## src/rtl/core/rmws_pkg.sv

```systemverilog
// rmws_pkg: shared constants for the rna motif window scan
// window geometry, pair and site positions, pairing table reset value
// no dependencies
`timescale 1ns / 1ps
`default_nettype none

package rmws_pkg;

   localparam int unsigned WIN_LEN   = 39;
   localparam int unsigned NUM_PAIRS = 8;
   localparam int unsigned NUM_SITES = 13;
   localparam int unsigned POS_W     = 6;   // index into the window
   localparam int unsigned COUNT_W   = 6;
   localparam int unsigned SCORE_W   = 5;
   localparam int unsigned TABLE_W   = 16;
   localparam int unsigned BASE_W    = 2;
   localparam int unsigned RESULT_W  = 6;

   localparam logic [COUNT_W-1:0] WIN_COUNT  = COUNT_W'(WIN_LEN);
   localparam logic [SCORE_W-1:0] BEST_RESET = '1;
   localparam logic [TABLE_W-1:0] TABLE_RESET = 16'hA5B7;

   // window index 0 is the oldest nucleotide
   localparam logic [POS_W-1:0] PAIR_FIRST [NUM_PAIRS] =
      '{6'd0, 6'd1, 6'd2, 6'd5, 6'd6, 6'd7, 6'd8, 6'd25};
   localparam logic [POS_W-1:0] PAIR_SECOND [NUM_PAIRS] =
      '{6'd38, 6'd37, 6'd36, 6'd16, 6'd15, 6'd14, 6'd13, 6'd30};

   localparam logic [POS_W-1:0] SITE_POS [NUM_SITES] =
      '{6'd3, 6'd17, 6'd18, 6'd19, 6'd20, 6'd22, 6'd23, 6'd24,
        6'd31, 6'd32, 6'd33, 6'd34, 6'd35};
   localparam logic [BASE_W-1:0] SITE_WANT [NUM_SITES] =
      '{2'd3, 2'd1, 2'd3, 2'd2, 2'd0, 2'd2, 2'd0, 2'd2,
        2'd1, 2'd2, 2'd0, 2'd0, 2'd0};

endpackage

`default_nettype wire

```

## src/rtl/core/rna_motif_window_scan.sv

```systemverilog
// rna_motif_window_scan: streaming motif scan over a 39-nucleotide window
// depends on rmws_pkg for window geometry and motif positions
`timescale 1ns / 1ps
`default_nettype none

// result path: a request marked last passes the stage register and then the result
//   register before its result shows on rsp; it shows later only while rsp_tready holds the result off
// throughput: one request per clock unless a result waits on rsp_tready; the score
//   is an adder tree over the window register between the stage and result registers
// reset: synchronous, active high; clears count, best score and valid flags,
//   loads the pairing table with 0xA5B7; window not cleared

module rna_motif_window_scan (
   input  wire         clock,
   input  wire         reset,
   // configuration
   input  wire         csr_wen,
   input  wire  [15:0] csr_wdata,   // pair_mismatch_table
   // request channel
   input  wire         req_tvalid,
   output logic        req_tready,
   input  wire  [7:0]  req_tdata,   // [1:0] base, [7:2] zero
   input  wire         req_tlast,   // last nucleotide of the sequence
   // result channel
   output logic        rsp_tvalid,
   input  wire         rsp_tready,
   output logic [7:0]  rsp_tdata    // [5:0] min_mismatch or short length, [7:6] zero
);

   // pairing table register
   logic [rmws_pkg::TABLE_W-1:0] table_ff;

   // window shift line, index 0 oldest
   logic [rmws_pkg::BASE_W-1:0] window_ff [rmws_pkg::WIN_LEN];

   // sequence count, updated at accept time
   logic [rmws_pkg::COUNT_W-1:0] count_ff, count_in;

   // stage register: one request whose window is now in window_ff
   logic                         s1_valid_ff, s1_valid_in;
   logic                         s1_last_ff;
   logic                         s1_scored_ff;   // window full for this request
   logic [rmws_pkg::COUNT_W-1:0] s1_count_ff;

   // running minimum for the sequence
   logic [rmws_pkg::SCORE_W-1:0] best_ff, best_in;

   // result register
   logic                          rsp_valid_ff, rsp_valid_in;
   logic [rmws_pkg::RESULT_W-1:0] rsp_data_ff;

   logic                          req_accept;
   logic                          advance;      // stage moves into the result side
   logic [rmws_pkg::SCORE_W-1:0]  score;
   logic [rmws_pkg::SCORE_W-1:0]  best_with_score;
   logic [rmws_pkg::RESULT_W-1:0] result_value;

   // one bit per pair or site that misses, padded to whole groups of three
   logic [23:0] miss;
   logic [1:0]  sum_l1 [8];
   logic [2:0]  sum_l2 [4];
   logic [3:0]  sum_l3 [2];

   // stage can drain when the result slot is free or being taken
   assign advance    = !rsp_valid_ff || rsp_tready;
   assign req_tready = !s1_valid_ff || advance;
   assign req_accept = req_tvalid && req_tready;

   // saturating count, cleared after a last request
   always_comb begin
      if (req_tlast) begin
         count_in = '0;
      end else if (count_ff < rmws_pkg::WIN_COUNT) begin
         count_in = count_ff + 1'b1;
      end else begin
         count_in = count_ff;
      end
   end

   // mismatch bits of the window as it stands after the staged request
   always_comb begin
      logic [rmws_pkg::BASE_W-1:0] a;
      logic [rmws_pkg::BASE_W-1:0] b;
      miss = '0;
      for (int i = 0; i < rmws_pkg::NUM_PAIRS; i++) begin
         a = window_ff[rmws_pkg::PAIR_FIRST[i]];
         b = window_ff[rmws_pkg::PAIR_SECOND[i]];
         miss[i] = table_ff[{a, b}];
      end
      for (int i = 0; i < rmws_pkg::NUM_SITES; i++) begin
         miss[rmws_pkg::NUM_PAIRS + i] =
            (window_ff[rmws_pkg::SITE_POS[i]] != rmws_pkg::SITE_WANT[i]);
      end
   end

   // balanced count of the mismatch bits
   always_comb begin
      for (int g = 0; g < 8; g++) begin
         sum_l1[g] = 2'(miss[3*g]) + 2'(miss[3*g+1]) + 2'(miss[3*g+2]);
      end
      for (int g = 0; g < 4; g++) begin
         sum_l2[g] = 3'(sum_l1[2*g]) + 3'(sum_l1[2*g+1]);
      end
      for (int g = 0; g < 2; g++) begin
         sum_l3[g] = 4'(sum_l2[2*g]) + 4'(sum_l2[2*g+1]);
      end
      score = rmws_pkg::SCORE_W'(sum_l3[0]) + rmws_pkg::SCORE_W'(sum_l3[1]);
   end

   // fold this score into the minimum when the window was full
   assign best_with_score = (s1_scored_ff && (score < best_ff)) ? score : best_ff;

   // short sequences report their length instead of a score
   assign result_value = s1_scored_ff ? rmws_pkg::RESULT_W'(best_with_score)
                                      : s1_count_ff;

   always_comb begin
      best_in = best_ff;
      if (s1_valid_ff && advance) begin
         best_in = s1_last_ff ? rmws_pkg::BEST_RESET : best_with_score;
      end
   end

   always_comb begin
      s1_valid_in = s1_valid_ff;
      if (req_accept) begin
         s1_valid_in = 1'b1;
      end else if (advance) begin
         s1_valid_in = 1'b0;
      end
   end

   always_comb begin
      rsp_valid_in = rsp_valid_ff && !rsp_tready;
      if (s1_valid_ff && advance && s1_last_ff) begin
         rsp_valid_in = 1'b1;
      end
   end

   // control state
   always_ff @(posedge clock) begin
      if (reset) begin
         table_ff     <= rmws_pkg::TABLE_RESET;
         count_ff     <= '0;
         s1_valid_ff  <= 1'b0;
         best_ff      <= rmws_pkg::BEST_RESET;
         rsp_valid_ff <= 1'b0;
      end else begin
         if (csr_wen) begin
            table_ff <= csr_wdata;
         end
         if (req_accept) begin
            count_ff <= count_in;
         end
         s1_valid_ff  <= s1_valid_in;
         best_ff      <= best_in;
         rsp_valid_ff <= rsp_valid_in;
      end
   end

   // payload: window shift, stage fields, result value
   always_ff @(posedge clock) begin
      if (req_accept) begin
         for (int i = 0; i < rmws_pkg::WIN_LEN - 1; i++) begin
            window_ff[i] <= window_ff[i+1];
         end
         window_ff[rmws_pkg::WIN_LEN-1] <= req_tdata[rmws_pkg::BASE_W-1:0];
         s1_last_ff   <= req_tlast;
         s1_scored_ff <= (count_ff >= rmws_pkg::WIN_COUNT - 1'b1);
         s1_count_ff  <= (count_ff < rmws_pkg::WIN_COUNT) ? count_ff + 1'b1 : count_ff;
      end
      if (s1_valid_ff && advance && s1_last_ff) begin
         rsp_data_ff <= result_value;
      end
   end

   assign rsp_tvalid = rsp_valid_ff;
   assign rsp_tdata  = {2'b00, rsp_data_ff};

endmodule

`default_nettype wire

```

## config.mk

```make
export PLATFORM = sky130hd
export DESIGN_NAME = rna_motif_window_scan
export DESIGN_NICKNAME = d
export VERILOG_FILES = /design/src/rtl/core/rmws_pkg.sv /design/src/rtl/core/rna_motif_window_scan.sv
export SDC_FILE = /design/constraint.sdc
export NUM_CORES = 1
export LEC_CHECK = 0
export ABC_CLOCK_PERIOD_IN_PS = 7200
export BUFFER_PORTS_ARGS = -buffer_cell sky130_fd_sc_hd__buf_2
export CORE_UTILIZATION = 60
export DETAILED_ROUTE_END_ITERATION = 10
export PLACE_DENSITY = 0.82
export SETUP_SLACK_MARGIN = 0.15
export SYNTH_ARGS = -nofsm -noshare
export SYNTH_HDL_FRONTEND = slang
export SYNTH_SLANG_ARGS = --single-unit
```

## constraint.sdc

```tcl
create_clock -name clock -period 7.2 [get_ports clock]
set_input_delay 1.08 -clock clock [delete_from_list [all_inputs] [get_ports clock]]
set_output_delay 1.08 -clock clock [all_outputs]
set_load 0.005 [all_outputs]
```

==> results of run 1 <==
-- flip-flops by register name (all words and copies together) (netlist names), 5 cells and up --
signal / count
best_ff: 5
count_ff: 6
rsp_data_ff: 6
s1_count_ff: 6
table_ff: 16
window_ff: 78
-- power by group --
group / total (W) / leakage (nW) / switching [W] / internal [W]
Combinational: 0.00101 / 1.15 / 0.000595 / 0.000410
Clock: 0.000792 / 0.287 / 0.000317 / 0.000475
Sequential: 0.000861 / 1.14 / 0.0000472 / 0.000814
-- metrics by stage --
stage | area (um2) | hold slack, ns | instances
after floorplan | 5830 | 0.400 | 380
after global placement | 6110 | 0.405 | 532
after detailed placement | 6110 | 0.405 | 532
after CTS | 6670 | 0.418 | 564
after global routing | 6690 | 0.421 | 564
final | 6690 | 0.417 | 564
-- what timing repair did --
action,in CTS,in global routing
gates resized for setup,0,3
setup endpoints to repair,0,10
hold endpoints to repair,0,0
-- synth_stat cells (3+ instances only) --
master,number,area (um2)
o21ai_0,4,20.0
nor2_1,25,93.8
dfxtp_1,29,581
a32o_1,3,30.0
a211oi_1,3,22.5
or2_2,4,25.0
a21oi_1,6,30.0
nor3_1,3,15.0
mux2i_1,22,220
edfxtp_1,92,2760
ha_1,12,150
mux4_1,4,105
nand2_1,25,93.8
xnor2_1,3,26.3
nand3_1,3,15.0
inv_1,29,109
clkbuf_1,3,11.3
nor2b_1,8,50.1
nand2b_1,6,37.5
fa_1,15,300
mux4_2,36,811
and2_1,5,31.3
-- worst max-delay path by stage --
stage                                 from             end  slack (ns)  depth (start not counted)
after global placement    window_ff[4][12]  rsp_data_ff[1]        0.48                         18
after CTS                  window_ff[2][0]      best_ff[0]        0.24                         18
after detailed placement  window_ff[4][12]      best_ff[0]        0.33                         18
after global routing      window_ff[4][12]      best_ff[0]        0.13                         19
final                      window_ff[2][0]      best_ff[0]        0.43                         18
after floorplan           window_ff[4][12]  rsp_data_ff[1]        0.93                         18
-- worst register-to-register path: stages, from the launching register on --
cell and delay [ns]:
edfxtp_1 0.56, mux4_2 0.56, mux4_2 0.51, fa_1 0.48
fa_1 0.52, fa_1 0.55, inv_1 0.06, fa_1 0.53
fa_1 0.49, inv_1 0.10, fa_1 0.23, inv_1 0.07
fa_1 0.39, xnor2_1 0.33, ha_1 0.32, a21oi_1 0.22
o21ai_2 0.19, a21oi_4 0.31, mux2i_1 0.28
-- area by class of cell --
class / count / area [um2]
Tap cell: 129 / 161
Clock inverter: 11 / 76.3
Timing Repair Buffer: 32 / 163
Sequential cell: 121 / 3340
Fill cell: 599 / 2640
Multi-Input combinational cell: 221 / 2350
Clock buffer: 21 / 480
Inverter: 29 / 109
-- logic make-up after synthesis --
logic type	Yosys count
adder cells (fa/ha/maj)	27
AO/OA/AOI/OAI	35
multiplexers	62
XOR/XNOR	4
other	1
AND/OR/NAND/NOR	91
flip-flops	121
buffers and inverters	38
-- per-layer routing --
layer | global-route usage (%) | vias to the layer above | routed length, um
li1 | - | 1533 | -
met1 | 33.7 | 1704 | 4690
met2 | 39.1 | 163 | 5510
met3 | 7.21 | 29 | 825
met4 | 10.8 | 0 | 248
met5 | 0 | - | 0
==> results.py, run 1 <==
metrics = {
    "run_status": {
        "status": "finished, final reports clean",
    },
    "hold_path": {
        "whs_path_depth": 0,
        "hp-class": "flip-flop to flip-flop",
        "hold_start": "window_ff[3][5]",
        "min_delay_worst_endpoint": "window_ff[3][3]",
    },
    "yosys": {
        "synthArstFlopShare_pct": 0,
        "seq_area_frac_synth_pct": 57.4,
        "syn_inst": 379,
        "synthesis.area_um2": 5830,
        "synth.area.mux_share_pct": 19.5,
        "ys_ff_latch": 121,
        "synth_xor_area_share_pct": 0.601,
        "synth_compound_gate_area_share_pct": 4.44,
        "synth_top_family_by_area": "multiplexers",
        "ys.flop_type": "edfxtp_1",
        "synth_edf_count": 92,
        "avgSynthCellArea_um2": 15.4,
        "yosysWarningCount": 0,
        "synth_adder_area_share_pct": 7.73,
        "synth_cell_type_count": 50,
        "synthSimpleGateAreaFrac_pct": 7.71,
    },
    "power_and_ir_drop": {
        "cellLeakagePower_nw": 2.57,
        "p_per_area_nw_per_um2": 398,
        "power_w": 0.00266,
        "peakVddDrop_mv": 0.185,
    },
    "die": {
        "rows": 35,
        "io_pins": 40,
        "dieArea_um2": 10100,
        "coreArea_um2": 9330,
        "die_w_um": 101,
        "initial_core_util_pct": 62.5,
        "fp.dieH_um": 101,
    },
    "placement": {
        "dp_slack_ns": 0.334,
        "dpl.hpwl_mm": 7.19,
        "portBuffers": 31,
        "finalWeightedCongestion": 0.846,
    },
    "routing": {
        "dr_total_vias": 3429,
        "wirelength_mm": 11.3,
        "viasPerCell": 6.08,
        "ant_nets": 0,
        "first_pass_iters": 4,
        "drc": 0,
        "drt-initial-drc-count": 239,
        "wl_per_cell_um": 20.0,
    },
    "worst_setup_path": {
        "rrSetupSlack_ns": 0.43,
        "critical-path-max-stage-delay_ns": 0.56,
        "rr_worst_depth": 18,
        "cp_top_family": "adder cells",
        "path_cells": "mux4_2 > mux4_2 > fa_1 > fa_1 > fa_1 > inv_1 > fa_1 > fa_1 > inv_1 > fa_1 > inv_1 > fa_1 > xnor2_1 > ha_1 > a21oi_1 > o21ai_2 > a21oi_4 > mux2i_1",
        "path_class": "flip-flop to flip-flop",
        "arrival_ns": 7.19,
        "path_buf_inv": 3,
        "end_kind": "flip-flop",
        "crit_slowest_cell": "edfxtp_1",
        "cp_common_cell": "fa_1",
        "path_max_fanout": 7,
        "required_ns": 7.62,
        "rr_startpoint": "window_ff[2][0]",
        "r2r_end": "best_ff[0]",
        "start_kind": "flip-flop",
    },
    "sta": {
        "worstMarginPinSlew_ns": 0.958,
        "post-route-period-util_pct": 94.0,
        "setup_viol": 0,
        "slew_violations": 0,
        "slew_headroom_pct": 36.1,
        "final.setup.tns_ns": 0,
        "rsz0062_at_grt": "true",
        "fmax_mhz": 148,
        "fin_skew_ns": 0.0107,
        "fin_crit_ns": 6.77,
        "hold_viol": 0,
        "fin_ws_ns": 0.434,
    },
    "clocking": {
        "cts.path.max_buffers": 2,
        "clock_latency_ns": 0.52,
        "cts.clk_slew.worst_paths_ns": 0.06,
        "postCtsSetupBuffers": 0,
        "numCtsBuffers": 17,
        "clock_sinks": 121,
        "hold_buffers": 0,
        "cts_tree": "done",
        "cts-root-buf": "clkbuf_8",
        "htree_levels": 4,
    },
    "global_route": {
        "grt.total_usage_pct": 25.2,
        "grt_pass1_wl_mm": 18.3,
        "antenna_found_initial": 0,
        "grt_overflow": 0,
        "grt_pass1_vias": 3520,
        "grt_start_max_net_pins": 80,
    },
    "run": {
        "drv_cap": 0,
    },
    "finish": {
        "diodes": 0,
        "area_growth_pct": 14.7,
        "layout_commonest_cell": "edfxtp_1",
        "fin_util_pct": 71.7,
        "final_cell_mix": "92 x edfxtp_1, 36 x mux4_2, 31 x buf_2",
        "drive_above_1_share_pct": 25.7,
        "nets": 479,
    },
}
Note: power is estimated with default switching activity, not from simulation.
==> inputs of run 2 (changes only) <==
CORE_ASPECT_RATIO = 1.1   (was default)
==> run 2 against run 1 <==
Compared with the run above:
- die area about the same
- via count increased by 1.5%
- worst hold slack improved by 0.0054 ns
- largest cell class unchanged
- combinational power increased by 8%
- maximum frequency increased by 0.20%
- setup slack improved by 0.013 ns
- final cell count decreased by 2.0%
- power increased by 5.4%
- global-route usage increased by 0.48 points
- critical path type unchanged
- wire length increased by 2.0%
- first-iteration DRC count increased by 19%
- core utilization increased by 0.33 points
==> results.py, run 2 (synthesis gave the netlist of run 1 again) <==
metrics = {
    "finish": {
        "regMostFlops": "window_ff",
        "largest_reg_flops": 78,
        "largestRegisters": "window_ff (78), table_ff (16)",
        "area_growth_pct": 16.1,
        "fill_cells": 576,
        "layout_commonest_cell": "edfxtp_1",
        "layout.cells.non_filler": 553,
        "drive_above_1_share_pct": 26.4,
        "multiInputGateArea_um2": 2370,
        "nets": 480,
        "regArea_um2": 3340,
        "final_cell_mix": "92 x edfxtp_1, 36 x mux4_2, 31 x buf_2",
        "diodes": 0,
    },
    "sta": {
        "slew_violations": 0,
        "hold_ws_ns": 0.422,
        "hold_viol": 0,
        "worstMarginPinSlew_ns": 0.783,
        "fin_crit_ns": 6.75,
        "setup_viol": 0,
        "fmax_mhz": 148,
        "fin_skew_ns": 0.00856,
        "post-route-period-util_pct": 93.8,
        "final.setup.tns_ns": 0,
        "slew_headroom_pct": 47.8,
        "rsz0062_at_grt": "false",
    },
    "global_route": {
        "grt_pass1_wl_mm": 18.5,
        "grt_overflow": 0,
        "grt.total_usage_pct": 25.7,
        "antenna_found_initial": 0,
        "grt_start_max_net_pins": 66,
        "grt_pass1_vias": 3530,
    },
    "clocking": {
        "cts.path.max_buffers": 2,
        "cts-root-buf": "clkbuf_8",
        "cts.clk_slew.worst_paths_ns": 0.06,
        "hold_buffers": 0,
        "clock_latency_ns": 0.52,
        "numCtsBuffers": 17,
        "cts_tree": "done",
        "htree_levels": 4,
        "clock_sinks": 121,
    },
    "routing": {
        "first_pass_iters": 6,
        "wl_per_cell_um": 20.8,
        "drc": 0,
        "dr_total_vias": 3479,
        "drt-initial-drc-count": 285,
        "wirelength_mm": 11.5,
        "viasPerCell": 6.29,
        "ant_nets": 0,
    },
    "die": {
        "rows": 37,
        "fp.dieH_um": 105,
        "coreArea_um2": 9400,
        "die_w_um": 96.0,
        "io_pins": 40,
        "initial_core_util_pct": 62.0,
        "dieArea_um2": 10100,
    },
    "worst_setup_path": {
        "cp_common_cell": "fa_1",
        "end_kind": "flip-flop",
        "crit_slowest_cell": "fa_1",
        "path_cells": "mux4_2 > mux4_2 > fa_1 > fa_1 > fa_1 > inv_1 > fa_1 > fa_1 > inv_1 > fa_1 > inv_1 > fa_1 > nand2b_1 > a21oi_2 > ha_1 > and2b_1 > and2_1 > a2bb2oi_1 > o221ai_1",
        "path_class": "flip-flop to flip-flop",
        "path_max_fanout": 6,
        "required_ns": 7.44,
        "arrival_ns": 6.99,
        "critical-path-max-stage-delay_ns": 0.57,
        "start_kind": "flip-flop",
    },
    "power_and_ir_drop": {
        "p_per_area_nw_per_um2": 414,
        "peakVddDrop_mv": 0.260,
        "power_w": 0.00280,
        "cellLeakagePower_nw": 2.61,
    },
    "placement": {
        "finalWeightedCongestion": 0.820,
        "portBuffers": 31,
        "dpl.hpwl_mm": 7.40,
        "dp_cells": 520,
    },
    "run_status": {
        "status": "finished, final reports clean",
    },
    "run": {
        "drv_cap": 0,
    },
    "hold_path": {
        "hp-class": "flip-flop to flip-flop",
    },
}
run 2: area by class of cell:
type	instances	share of cell area (%)
Tap cell	117	2.16
Multi-Input combinational cell	221	35.1
Clock inverter	6	0.592
Clock buffer	26	8.64
Inverter	29	1.61
Timing Repair Buffer	33	2.51
Sequential cell	121	49.4
run 2: report_power, final:
| part | internal (W) | total [W] | switching (W) |
|---|---|---|---|
| clock network | 0.000555 | 0.000856 | 0.000301 |
| logic | 0.000451 | 0.00109 | 0.000635 |
| registers | 0.000814 | 0.000861 | 0.0000467 |
run 2: through the flow:
step / worst slack [ns] / utilization (%) / cell area (um2)
finish: 0.447 / 72.0 / 6770
global route: 0.154 / 72.0 / 6770
CTS: 0.303 / 71.5 / 6720
detailed placement: 0.377 / 64.9 / 6100
global placement: 0.468 / 64.9 / 6100
floorplan: 0.927 / - / 5830
run 2: final timing paths:
check                    from              end  slack, ns  depth (start not counted)
min reg2reg   window_ff[3][8]  window_ff[3][6]       0.42                          0
max          window_ff[1][12]   rsp_data_ff[3]       0.45                         19
min           window_ff[3][8]  window_ff[3][6]       0.42                          0
max reg2reg  window_ff[1][12]   rsp_data_ff[3]       0.45                         19
run 2: worst max-delay path: cells and delay by family, from the launching register on:
kind | cells | cell delay, ns
and+or+nand+nor | 3 | 0.68
AOI/OAI and AO/OA | 3 | 0.40
buffers and inverters | 3 | 0.24
muxes | 2 | 1.07
adders and majority gates | 8 | 3.56
DFF | 1 | 0.52
run 2: repair_timing:
item | 4_1_cts | 5_1_grt
resized for setup | 0 | 7
hold endpoints to repair | 0 | 0
setup endpoints to repair | 0 | 10
buffers inserted | 0 | 1
run 2: metal layers:
metal	vias up	global-route usage (%)	share of wire, %
met4	0	8.32	1.7
met1	1755	34.6	40
met5	-	0	0
met3	17	7.14	6.8
met2	164	40.4	51
li1	1543	-	-
